`src/hdl/ilir_pkg.sv`:
```
// ----------------------------------------------------------------------------
// ilir_pkg
// Shared types and codes for the indexed list insert/remove unit.
// ----------------------------------------------------------------------------
`default_nettype none

package ilir_pkg;

    localparam int CAPACITY   = 64;
    localparam int WORD_WIDTH = 32;
    localparam int CNT_W      = 7;   // position and count fields
    localparam int GROUP_SIZE = 8;
    localparam int NUM_GROUPS = (CAPACITY + GROUP_SIZE - 1) / GROUP_SIZE;

    localparam logic [1:0] CMD_GET    = 2'd0;
    localparam logic [1:0] CMD_APPEND = 2'd1;
    localparam logic [1:0] CMD_INSERT = 2'd2;
    localparam logic [1:0] CMD_REMOVE = 2'd3;

    localparam logic [1:0] ST_OK    = 2'd0;
    localparam logic [1:0] ST_RANGE = 2'd1;
    localparam logic [1:0] ST_FULL  = 2'd2;

    typedef logic signed [WORD_WIDTH-1:0] word_t;
    typedef logic [CNT_W-1:0]             cnt_t;

    // broadcast from the controller to every cell
    typedef struct packed {
        logic  fire;   // a beat is accepted this cycle
        logic  ins;    // legal insert (append is an insert at the end)
        logic  rem;    // legal remove
        logic  rd;     // legal get or remove: tap the addressed cell
        cnt_t  pos;    // effective position
        cnt_t  count;  // fill count before the operation
        word_t word;   // word to store
    } bcast_t;

endpackage

`default_nettype wire

```
`src/hdl/ilir_cell.sv`:
```
// ----------------------------------------------------------------------------
// ilir_cell
// One list slot: holds, loads, or takes its neighbour's word; taps on read.
// ----------------------------------------------------------------------------
`default_nettype none

module ilir_cell (
    input  wire logic            aclk,
    input  wire ilir_pkg::cnt_t  idx,
    input  wire ilir_pkg::bcast_t bc,
    input  wire ilir_pkg::word_t prev_word,
    input  wire ilir_pkg::word_t next_word,
    output ilir_pkg::word_t      data,
    output ilir_pkg::word_t      tap
);

    ilir_pkg::word_t data_reg, data_next;
    ilir_pkg::word_t tap_reg, tap_next;
    logic [ilir_pkg::CNT_W:0] idx_plus;

    assign idx_plus = {1'b0, idx} + (ilir_pkg::CNT_W+1)'(1);

    always_comb begin
        data_next = data_reg;
        tap_next  = '0;
        if (bc.fire) begin
            if (bc.rd && (idx == bc.pos)) begin
                tap_next = data_reg;
            end
            if (bc.ins) begin
                if (idx == bc.pos) begin
                    data_next = bc.word;
                end else if ((idx > bc.pos) && (idx <= bc.count)) begin
                    data_next = prev_word;
                end
            end else if (bc.rem) begin
                if ((idx >= bc.pos) && (idx_plus < {1'b0, bc.count})) begin
                    data_next = next_word;
                end
            end
        end
    end

    always_ff @(posedge aclk) begin
        data_reg <= data_next;
        tap_reg  <= tap_next;
    end

    assign data = data_reg;
    assign tap  = tap_reg;

endmodule

`default_nettype wire

```
`config.mk`:
```
export PLATFORM = sky130hd
export DESIGN_NAME = ilir_cell
export DESIGN_NICKNAME = d
export VERILOG_FILES = /design/src/hdl/ilir_pkg.sv /design/src/hdl/ilir_cell.sv
export SDC_FILE = /design/constraint.sdc
export NUM_CORES = 1
export LEC_CHECK = 0
export ABC_AREA = 1
export BUFFER_PORTS_ARGS = -buffer_cell sky130_fd_sc_hd__buf_2
export CAP_MARGIN = 20
export CORE_MARGIN = 8
export CORE_UTILIZATION = 40
export CTS_CLUSTER_DIAMETER = 60
export DETAILED_ROUTE_END_ITERATION = 10
export GPL_ROUTABILITY_DRIVEN = 0
export PLACE_DENSITY = 0.77
export SETUP_SLACK_MARGIN = 0.02
export SKIP_LAST_GASP = 1
export SLEW_MARGIN = 20
export SYNTH_ARGS = -nofsm -noshare
export SYNTH_HDL_FRONTEND = slang
export SYNTH_SLANG_ARGS = --single-unit
```
`constraint.sdc`:
```
create_clock -name aclk -period 3.6 [get_ports aclk]
set_clock_uncertainty 0.15 [all_clocks]
set_input_delay 0.72 -clock aclk [delete_from_list [all_inputs] [get_ports aclk]]
set_output_delay 0.72 -clock aclk [all_outputs]
set_load 0.05 [all_outputs]
```
==> results.md, run 1 <==
* Post-Syn Instances at 387
* Drt first pass iters at 4
* Hpwl dp at 7.84 mm
* Worst-Margin Slew at 559 ps
* Die Wd at 107 um
* Crit path DAT at 2460 ps
* Total power draw at 1.71 mW
* Rel. slew slack at 62.8%
* Total track usage at 16.7%
* Buf+Inv Stages, Crit Path at 3
* Initial antenna violation count at 0
* Status: finished, final reports clean
* Die height at 107 um
* Fin. Hold Viols at 0
* Maximum clock path buffer count at 2
* Post-layout util at 54.9%
* Core Box Area at 8090 um2
* Reg2Reg Setup Slack at 2770 ps
* Antenna diode count at 0
* CTS tree: yes
* Design area at 4440 um2
* Worst skew pair latency at 330 ps
* # Post-CTS Setup Buffers at 0
* Layout area overhead at 35.2%
* Final TNS setup at 0 ps
* Root Driver: clkbuf_8
* CP Max Fanout at 18
* Unique masters post-synth at 25
* Cts hold-fix bufs at 0
* Fin. max-slew vios at 0
* Cell family with most CP delay: simple AND/OR/NAND/NOR gates
* Crit path time final at 2590 ps
* Seq/Total Area, Yosys at 48.8%
* CP Cell Sequence: buf_2 -> inv_1 -> nor2_1 -> xor2_1 -> ha_1 -> a21o_1 -> a21oi_1 -> nor2_1 -> nor2_1 -> nor2_1 -> nor2_4 -> buf_4
* H-Tree Depth at 3
* Max_cap viols at 0
* Final #Nets at 716
* FF+latch count, synth at 64
* DRT iter0 DRCs at 130
* CTS sink count at 64
* DR WL/cell at 14.6 um
* Initial Util at 40.6%
* Post-Syn Area at 3280 um2
* Die Footprint at 11,400 um2
* Most frequent cells in the layout: 185 x buf_2, 72 x a21oi_1, 61 x nand2_1
* Worst-path clk slew at 70 ps
* CP max-delay cell: ha_1
* Crit. End Element: flop
* Num rows at 33
* GRT overflow at 0
* Resized Gates After CTS at 0
* Worst min-delay path class: flop to flop
* Port bufs at 185
* First-pass GRT wire length at 15.4 mm
* DP Area at 4280 um2
* Cell Count Post-Placement at 666
* Antenna-violating nets left at 0
* Mean cell area of the mapped netlist at 8.49 um2
* Synth Net Count at 531
* Largest net degree at the start of global routing at 34
* Synth warn at 0
* Critical path class: input pin to flop
* Num CTS Buffers at 9
* # setup viols final at 0
* Ports at 186
* Critical Path Start Type: input pin
* Via count at 3,138
* Worst path most repeated cell: nor2_1
* Leading cell type in the layout, fill and taps excluded: buf_2
* Final Cycle Share at 72.0%
* VDD IR max at 0.143 mV
* Vias per std cell at 4.60
* Layout cell share with drive strength beyond 1 at 41.2%
* Worst path max stage delay at 260 ps
* Total wire length at 9.93 mm
* Post-route insts no fill at 682
* Max Clk Rate at 386 MHz
* DRC violations left at 0
* Leak Pwr at 2.30 nW
* Critical Path RT at 3460 ps
* RSZ-0062 raised after global routing: false
* Pwr/cell area at 384 nW/um2
* Vias in the first global route at 3,326
[cell families (layout without fill, tap and decap cells)]
kind of cell,Yosys count,in the layout,share of synthesized area (%)
AND/OR/NAND/NOR,142,142,19.2
AO/OA/AOI/OAI,79,79,12.5
buffers and inverters,77,267,10.4
flip-flops,64,64,48.8
adder cells (fa/ha/maj),22,22,8.38
XOR/XNOR,3,3,0.800
[final timing paths]
check | start | endpoint | cells after the start
worst max-delay path | idx[0] | data[17]$_DFFE_PP_ | 12
worst max register to register | data[31]$_DFFE_PP_ | tap[31]$_SDFF_PN0_ | 2
worst min register to register | data[27]$_DFFE_PP_ | tap[27]$_SDFF_PN0_ | 2
worst min-delay path | data[27]$_DFFE_PP_ | tap[27]$_SDFF_PN0_ | 2
[where the power goes]
part	switching [mW]	total, mW	internal (mW)
Clock	0.269	0.518	0.249
Combinational	0.246	0.369	0.123
Sequential	0.0152	0.820	0.804
Total	0.531	1.71	1.18
[layout make-up]
| type | instances | area [um2] |
|---|---|---|
| Inverter | 61 | 230 |
| Sequential cell | 64 | 1600 |
| Clock inverter | 5 | 33.8 |
| Timing Repair Buffer | 190 | 963 |
| Multi-Input combinational cell | 246 | 1350 |
| Clock buffer | 11 | 131 |
| Fill cell | 777 | 3650 |
| Tap cell | 105 | 131 |
[metrics by stage]
step	setup slack (ps)	hold slack, ps
floorplan	347	641
global placement	734	326
detailed placement	668	334
CTS	1020	350
global route	805	369
finish	1010	341
[cells in the mapped netlist (all sizes together)]
cell / instances / area share, %
nor2: 77 / 11
a21oi: 72 / 11
nand2: 62 / 7.2
inv: 60 / 6.9
dfxtp: 32 / 20
edfxtp: 32 / 29
ha: 22 / 8.4
buf: 13 / 3.0
clkbuf: 3 / 0.34
a21o: 2 / 0.46
nand3: 2 / 0.69
xor2: 2 / 0.53
a31oi: 1 / 0.19
clkinv: 1 / 0.15
nand3b: 1 / 0.23
o211ai: 1 / 0.23
o21a: 1 / 0.23
o21ai: 1 / 0.15
o21bai: 1 / 0.23
xnor2: 1 / 0.27
[layer usage]
layer | track usage (%) | wire (um) | up-vias
li1 | - | - | 1598
met1 | 16.9 | 3750 | 1412
met2 | 30.9 | 5250 | 115
met3 | 5.34 | 752 | 13
met4 | 7.14 | 187 | 0
met5 | 0 | 0 | -
[worst register-to-register path, stage by stage, from the launching register on]
cell      delay, ps
edfxtp_1        430
inv_1            90
nor2_2           40
Power figures use the tool's default switching activity.
==> inputs of run 2 (changes only) <==
--- a/config.mk
+++ b/config.mk
@@ -9,11 +9,11 @@
 export BUFFER_PORTS_ARGS = -buffer_cell sky130_fd_sc_hd__buf_2
 export CAP_MARGIN = 20
 export CORE_MARGIN = 8
-export CORE_UTILIZATION = 40
+export CORE_UTILIZATION = 44
 export CTS_CLUSTER_DIAMETER = 60
 export DETAILED_ROUTE_END_ITERATION = 10
 export GPL_ROUTABILITY_DRIVEN = 0
-export PLACE_DENSITY = 0.77
+export PLACE_DENSITY = 0.8
 export SETUP_SLACK_MARGIN = 0.02
 export SKIP_LAST_GASP = 1
 export SLEW_MARGIN = 20
==> constraint.sdc (replaced) <==
create_clock -name aclk -period 2.4 [get_ports aclk]
set_clock_uncertainty 0.15 [all_clocks]
set_input_delay 0.48 -clock aclk [delete_from_list [all_inputs] [get_ports aclk]]
set_output_delay 0.48 -clock aclk [all_outputs]
set_load 0.05 [all_outputs]
==> results.md, run 2 (same netlist as run 1, synthesis figures left out) <==
* Status: finished, final reports clean
* Critical path class: input pin to flop
* H-Tree Depth at 3 (unchanged)
* Die Wd at 102 um (-4.0%)
* Crit path DAT at 2190 ps (-270 ps)
* Antenna diode count at 0 (unchanged)
* Rel. slew slack at 75.2% (+12 points)
* Initial Util at 45.3% (+4.7 points)
* Ports at 186 (unchanged)
* Worst-Margin Slew at 372 ps (-187 ps)
* Vias per std cell at 4.69 (+1.9%)
* Crit. End Element: flop
* RSZ-0062 raised after global routing: false
* DRT iter0 DRCs at 121 (-6.9%)
* Grt met2 use at 35.1% (+4.2 points)
* Reg2Reg Depth at 2 (unchanged)
* GR Util met3 at 4.70% (-0.64 points)
* Port bufs at 185 (unchanged)
* Worst skew pair latency at 320 ps (about the same)
* Layout cell share with drive strength beyond 1 at 43.9% (+2.7 points)
* CTS tree: yes
* DR WL/cell at 14.9 um (+2.1%)
* Crit path time final at 2310 ps
* Fin. Hold Viols at 0 (unchanged)
* # setup viols final at 0 (unchanged)
* Post-layout util at 64.3% (+9.4 points)
* Met1 Usage GRT at 18.3% (+1.4 points)
* Worst-path clk slew at 70 ps (about the same)
* Worst min-delay path class: input pin to flop
* Final #Nets at 729 (+1.8%)
* CTS sink count at 64 (unchanged)
* Pwr/cell area at 574 nW/um2 (+49%)
* Vias in the first global route at 3,287 (-1.2%)
* CP Max Fanout at 16 (-2)
* Max_cap viols at 0 (unchanged)
* GRT overflow at 0 (unchanged)
* Core Box Area at 7250 um2 (-10%)
* Hold path cells at 3 (+1)
* Die height at 102 um (-4.0%)
* Num CTS Buffers at 9 (unchanged)
* Most frequent cells in the layout: 183 x buf_2, 72 x a21oi_1, 59 x inv_1, 59 x nand2_1, 43 x nor2_1
* Hpwl dp at 8.29 mm (+5.7%)
* Die Footprint at 10,500 um2 (-7.8%)
* Root Driver: clkbuf_8
* First-pass GRT wire length at 15.0 mm (-2.0%)
* Drt first pass iters at 4 (unchanged)
* Cell Count Post-Placement at 670 (+0.60%)
* Critical Path RT at 2280 ps (-1180 ps)
* Maximum clock path buffer count at 2 (unchanged)
* Fin. max-slew vios at 0 (unchanged)
* Largest net degree at the start of global routing at 33 (-2.9%)
* VDD IR max at 0.299 mV (+110%)
* Initial antenna violation count at 0 (unchanged)
* Antenna-violating nets left at 0 (unchanged)
* Critical Path Start Type: input pin
* Total track usage at 18.5% (+1.8 points)
* Layout area overhead at 41.9%
* Leak Pwr at 2.40 nW (+4.5%)
* Post-route insts no fill at 689 (+1.0%)
* Final Cycle Share at 96.4%
* Num rows at 31 (-6.1%)
* Via count at 3,232 (+3.0%)
* Layer with the highest usage: met2
* Max Clk Rate at 432 MHz
* Leading cell type in the layout, fill and taps excluded: buf_2
* DRC violations left at 0 (unchanged)
* Total wire length at 10.2 mm (+3.2%)
run 2: cell types whose count changed in the layout (fill, tap and decap cells not counted), sizes merged:
| cell | delta |
|---|---|
| buf | +12 |
| bufinv | +1 |
run 2: per-layer routing:
metal | share of wire (%) | wire, um
met1 | 37 | 3770
met2 | 53 | 5460
met3 | 7.3 | 743
met4 | 2.6 | 267
met5 | 0 | 0
run 2: layout make-up:
class                           instances  area (um2)
Tap cell                               99         124
Inverter                               61         230
Fill cell                             631        2590
Clock buffer                           10         128
Multi-Input combinational cell        246        1390
Timing Repair Buffer                  203        1130
Clock inverter                          6        60.1
Sequential cell                        64        1600
run 2: final timing paths:
kind                                        start                  to  slack [ps]
worst max-delay path                       idx[2]  data[25]$_DFFE_PP_          90
worst min-delay path                next_word[28]  data[28]$_DFFE_PP_         330
worst max register to register  data[2]$_DFFE_PP_   tap[2]$_SDFF_PN0_        1570
worst min register to register  data[0]$_DFFE_PP_   tap[0]$_SDFF_PN0_         340
run 2: per-stage QoR:
stage / hold WS [ps] / setup TNS [ps] / setup slack (ps) / cell area (um2) / power (mW)
floorplan: 501 / -6440 / -201 / 3310 / 1.60
global route: 323 / 0 / 25.7 / 4660 / 2.80
CTS: 307 / 0 / 139 / 4590 / 2.69
detailed placement: 325 / -6590 / -207 / 4400 / 1.83
global placement: 326 / -4300 / -135 / 4400 / 1.81
finish: 327 / 0 / 87.2 / 4660 / 2.68
run 2: report_power, final:
group	switching, mW	internal [mW]
clock network	0.384	0.474
registers	0.0219	1.21
logic	0.382	0.208
total	0.788	1.89
run 2: what timing repair did:
action,in CTS,in global routing
endpoints found under the setup margin,0,32
buffers inserted,0,1
resized for setup,0,8
hold buffers,0,0
run 2: critical path, stage by stage:
cell	delay, ps
buf_2	100
nand2_1	90
nor2_4	140
nand2_1	100
xnor2_2	150
ha_1	310
nand2_1	90
nand3b_1	100
nor2_1	40
nor2_1	120
nor2_2	70
nor2_4	200
buf_12	190
==> inputs of run 3 (changes only) <==
--- a/config.mk
+++ b/config.mk
@@ -8,11 +8,11 @@
 export ABC_AREA = 1
 export BUFFER_PORTS_ARGS = -buffer_cell sky130_fd_sc_hd__buf_2
 export CAP_MARGIN = 20
-export CORE_MARGIN = 8
 export CORE_UTILIZATION = 44
 export CTS_CLUSTER_DIAMETER = 60
 export DETAILED_ROUTE_END_ITERATION = 10
 export GPL_ROUTABILITY_DRIVEN = 0
+export HOLD_SLACK_MARGIN = 0.03
 export PLACE_DENSITY = 0.8
 export SETUP_SLACK_MARGIN = 0.02
 export SKIP_LAST_GASP = 1
==> results.md, run 3 (same netlist as run 1, synthesis figures left out) <==
* Status: finished, final reports clean
* Rel. slew slack at 75.1% (-0.15 points)
* DRT iter0 DRCs at 80 (-34%)
* Via count at 3,248 (+0.50%)
* Vias per std cell at 4.71 (+0.35%)
* Layout fillers at 637 (+0.95%)
* Reg2Reg Depth at 2 (unchanged)
* Setup WS post-layout at 90.3 ps (+3.02 ps)
* Most frequent cells in the layout: 182 x buf_2, 70 x a21oi_1, 58 x inv_1, 58 x nand2_1, 43 x nor2_1
* Critical Path RT at 2300 ps (+20 ps)
* Die height at 88.4 um (-14%)
* CP Cell Sequence: buf_8 -> ha_4 -> nand2_2 -> inv_2 -> nand2_2 -> xor2_1 -> inv_1 -> ha_4 -> a21oi_2 -> o211ai_1 -> nor2_1 -> nor2_2 -> nor2_4 -> clkbuf_16
* Fin. max-slew vios at 0 (unchanged)
* Root Driver: clkbuf_8
* DRC violations left at 0 (unchanged)
* Port bufs at 185 (unchanged)
* Antenna-violating nets left at 0 (unchanged)
* Worst skew pair latency at 330 ps (about the same)
* Largest net degree at the start of global routing at 33 (unchanged)
* H-Tree Depth at 3 (unchanged)
* Setup WS pre-CTS at -261 ps (-54.1 ps)
* Worst path max stage delay at 250 ps (-60 ps)
* Fin. Hold Viols at 0 (unchanged)
* Die Footprint at 7810 um2 (-25%)
* Critical path class: input pin to flop
* Final Cycle Share at 96.2% (-0.13 points)
* Buf+Inv Stages, Crit Path at 4 (+2)
* Crit path time final at 2310 ps (-3.02 ps)
* Num rows at 31 (unchanged)
* CTS sink count at 64 (unchanged)
* Layout area overhead at 42.8%
* VDD IR max at 0.236 mV (-21%)
* Hpwl dp at 6.93 mm (-16%)
* GRT overflow at 0 (unchanged)
* Reg area at 1600 um2 (unchanged)
* Leading cell type in the layout, fill and taps excluded: buf_2
* Max_cap viols at 0 (unchanged)
* DP Area at 4420 um2 (+0.46%)
* Core Box Area at 7210 um2 (-0.53%)
* Total wire length at 8.90 mm (-13%)
* Ports at 186 (unchanged)
* Hold path cells at 3 (unchanged)
* CP max-delay cell: nor2_4
* Metal3 WL at 542 um (-27%)
* Total power draw at 2.63 mW (-1.8%)
* Critical path depth in cells at 14 (+1)
* Worst min-delay path class: input pin to flop
* Pwr/cell area at 561 nW/um2 (-2.4%)
* Leak Pwr at 2.40 nW (about the same)
* Antenna diode count at 0 (unchanged)
* Num CTS Buffers at 9 (unchanged)
* # setup viols final at 0 (unchanged)
* DR WL/cell at 12.9 um (-13%)
* Uppermost layer routed: met4
* Drt first pass iters at 5 (+1)
* CP Max Fanout at 5 (-11)
* Cts hold-fix bufs at 0 (unchanged)
* Met2 wire length at 4.75 mm (-13%)
* Worst-Margin Slew at 374 ps (+2.20 ps)
* Worst-path clk slew at 70 ps (about the same)
* Design area at 4690 um2 (+0.62%)
* First-pass GRT wire length at 13.2 mm (-12%)
* Multi-input combinational cell area at 1400 um2 (+1.1%)
* Cell family with most CP delay: simple AND/OR/NAND/NOR gates
* CTS tree: yes
* Maximum clock path buffer count at 2 (unchanged)
* Total track usage at 22.6% (+4.1 points)
* Initial antenna violation count at 0 (unchanged)
* Crit path DAT at 2210 ps (+20 ps)
* Final #Nets at 730 (+0.14%)
* Layout cell share with drive strength beyond 1 at 44.5% (+0.60 points)
* Vias in the first global route at 2,999 (-8.8%)
* Max Clk Rate at 433 MHz (+0.13%)
* Wl on met1 at 3.40 mm (-9.8%)
* RSZ-0062 raised after global routing: true
* Initial Util at 45.5% (+0.24 points)
* Critical Path Start Type: input pin
* Die Wd at 88.4 um (-14%)
* Crit. End Element: flop
run 3: worst reg2reg max path, cell delays in order, from the launching register on:
cell	delay, ps
edfxtp_1	420
inv_1	90
nor2_2	40
run 3: final cells by class:
| cell class | count | share of cell area [%] |
|---|---|---|
| flip-flops and latches | 64 | 34.2 |
| clock inverters | 3 | 0.347 |
| well taps | 99 | 2.64 |
| multi-input cells | 246 | 29.9 |
| clock buffers | 13 | 3.39 |
| repair buffers | 204 | 24.7 |
| inverters | 61 | 4.91 |
run 3: repair_timing:
action,in CTS,in global routing
setup endpoints to repair,0,32
resized for setup,0,14
buffers inserted,0,1
run 3: final timing paths:
| path | from | to | slack (ps) |
|---|---|---|---|
| min reg2reg | data[17]$_DFFE_PP_ | tap[17]$_SDFF_PN0_ | 340 |
| max reg2reg | data[21]$_DFFE_PP_ | tap[21]$_SDFF_PN0_ | 1600 |
| min | next_word[13] | data[13]$_DFFE_PP_ | 320 |
| max | idx[1] | data[2]$_DFFE_PP_ | 90 |
run 3: layer usage:
metal / global-route usage (%) / vias up
li1: - / 1630
met1: 24.3 / 1455
met2: 41.7 / 141
met3: 5.41 / 22
met4: 10.3 / 0
met5: 0 / -
run 3: power breakdown:
| group | switching (mW) | internal [mW] | total [mW] |
|---|---|---|---|
| clock | 0.377 | 0.427 | 0.804 |
| combinational | 0.379 | 0.215 | 0.594 |
| sequential | 0.0235 | 1.21 | 1.23 |
run 3: per-stage QoR:
step                      hold slack (ps)  utilization, %  setup TNS (ps)  std cells
after global routing                  310            65.0           -8.04        690
final                                 316            65.0               0        690
after global placement                325            61.3           -4890        671
after CTS                             300            63.7               0        687
after floorplan                       501               -           -6440        387
after detailed placement              331            61.3           -7970        671
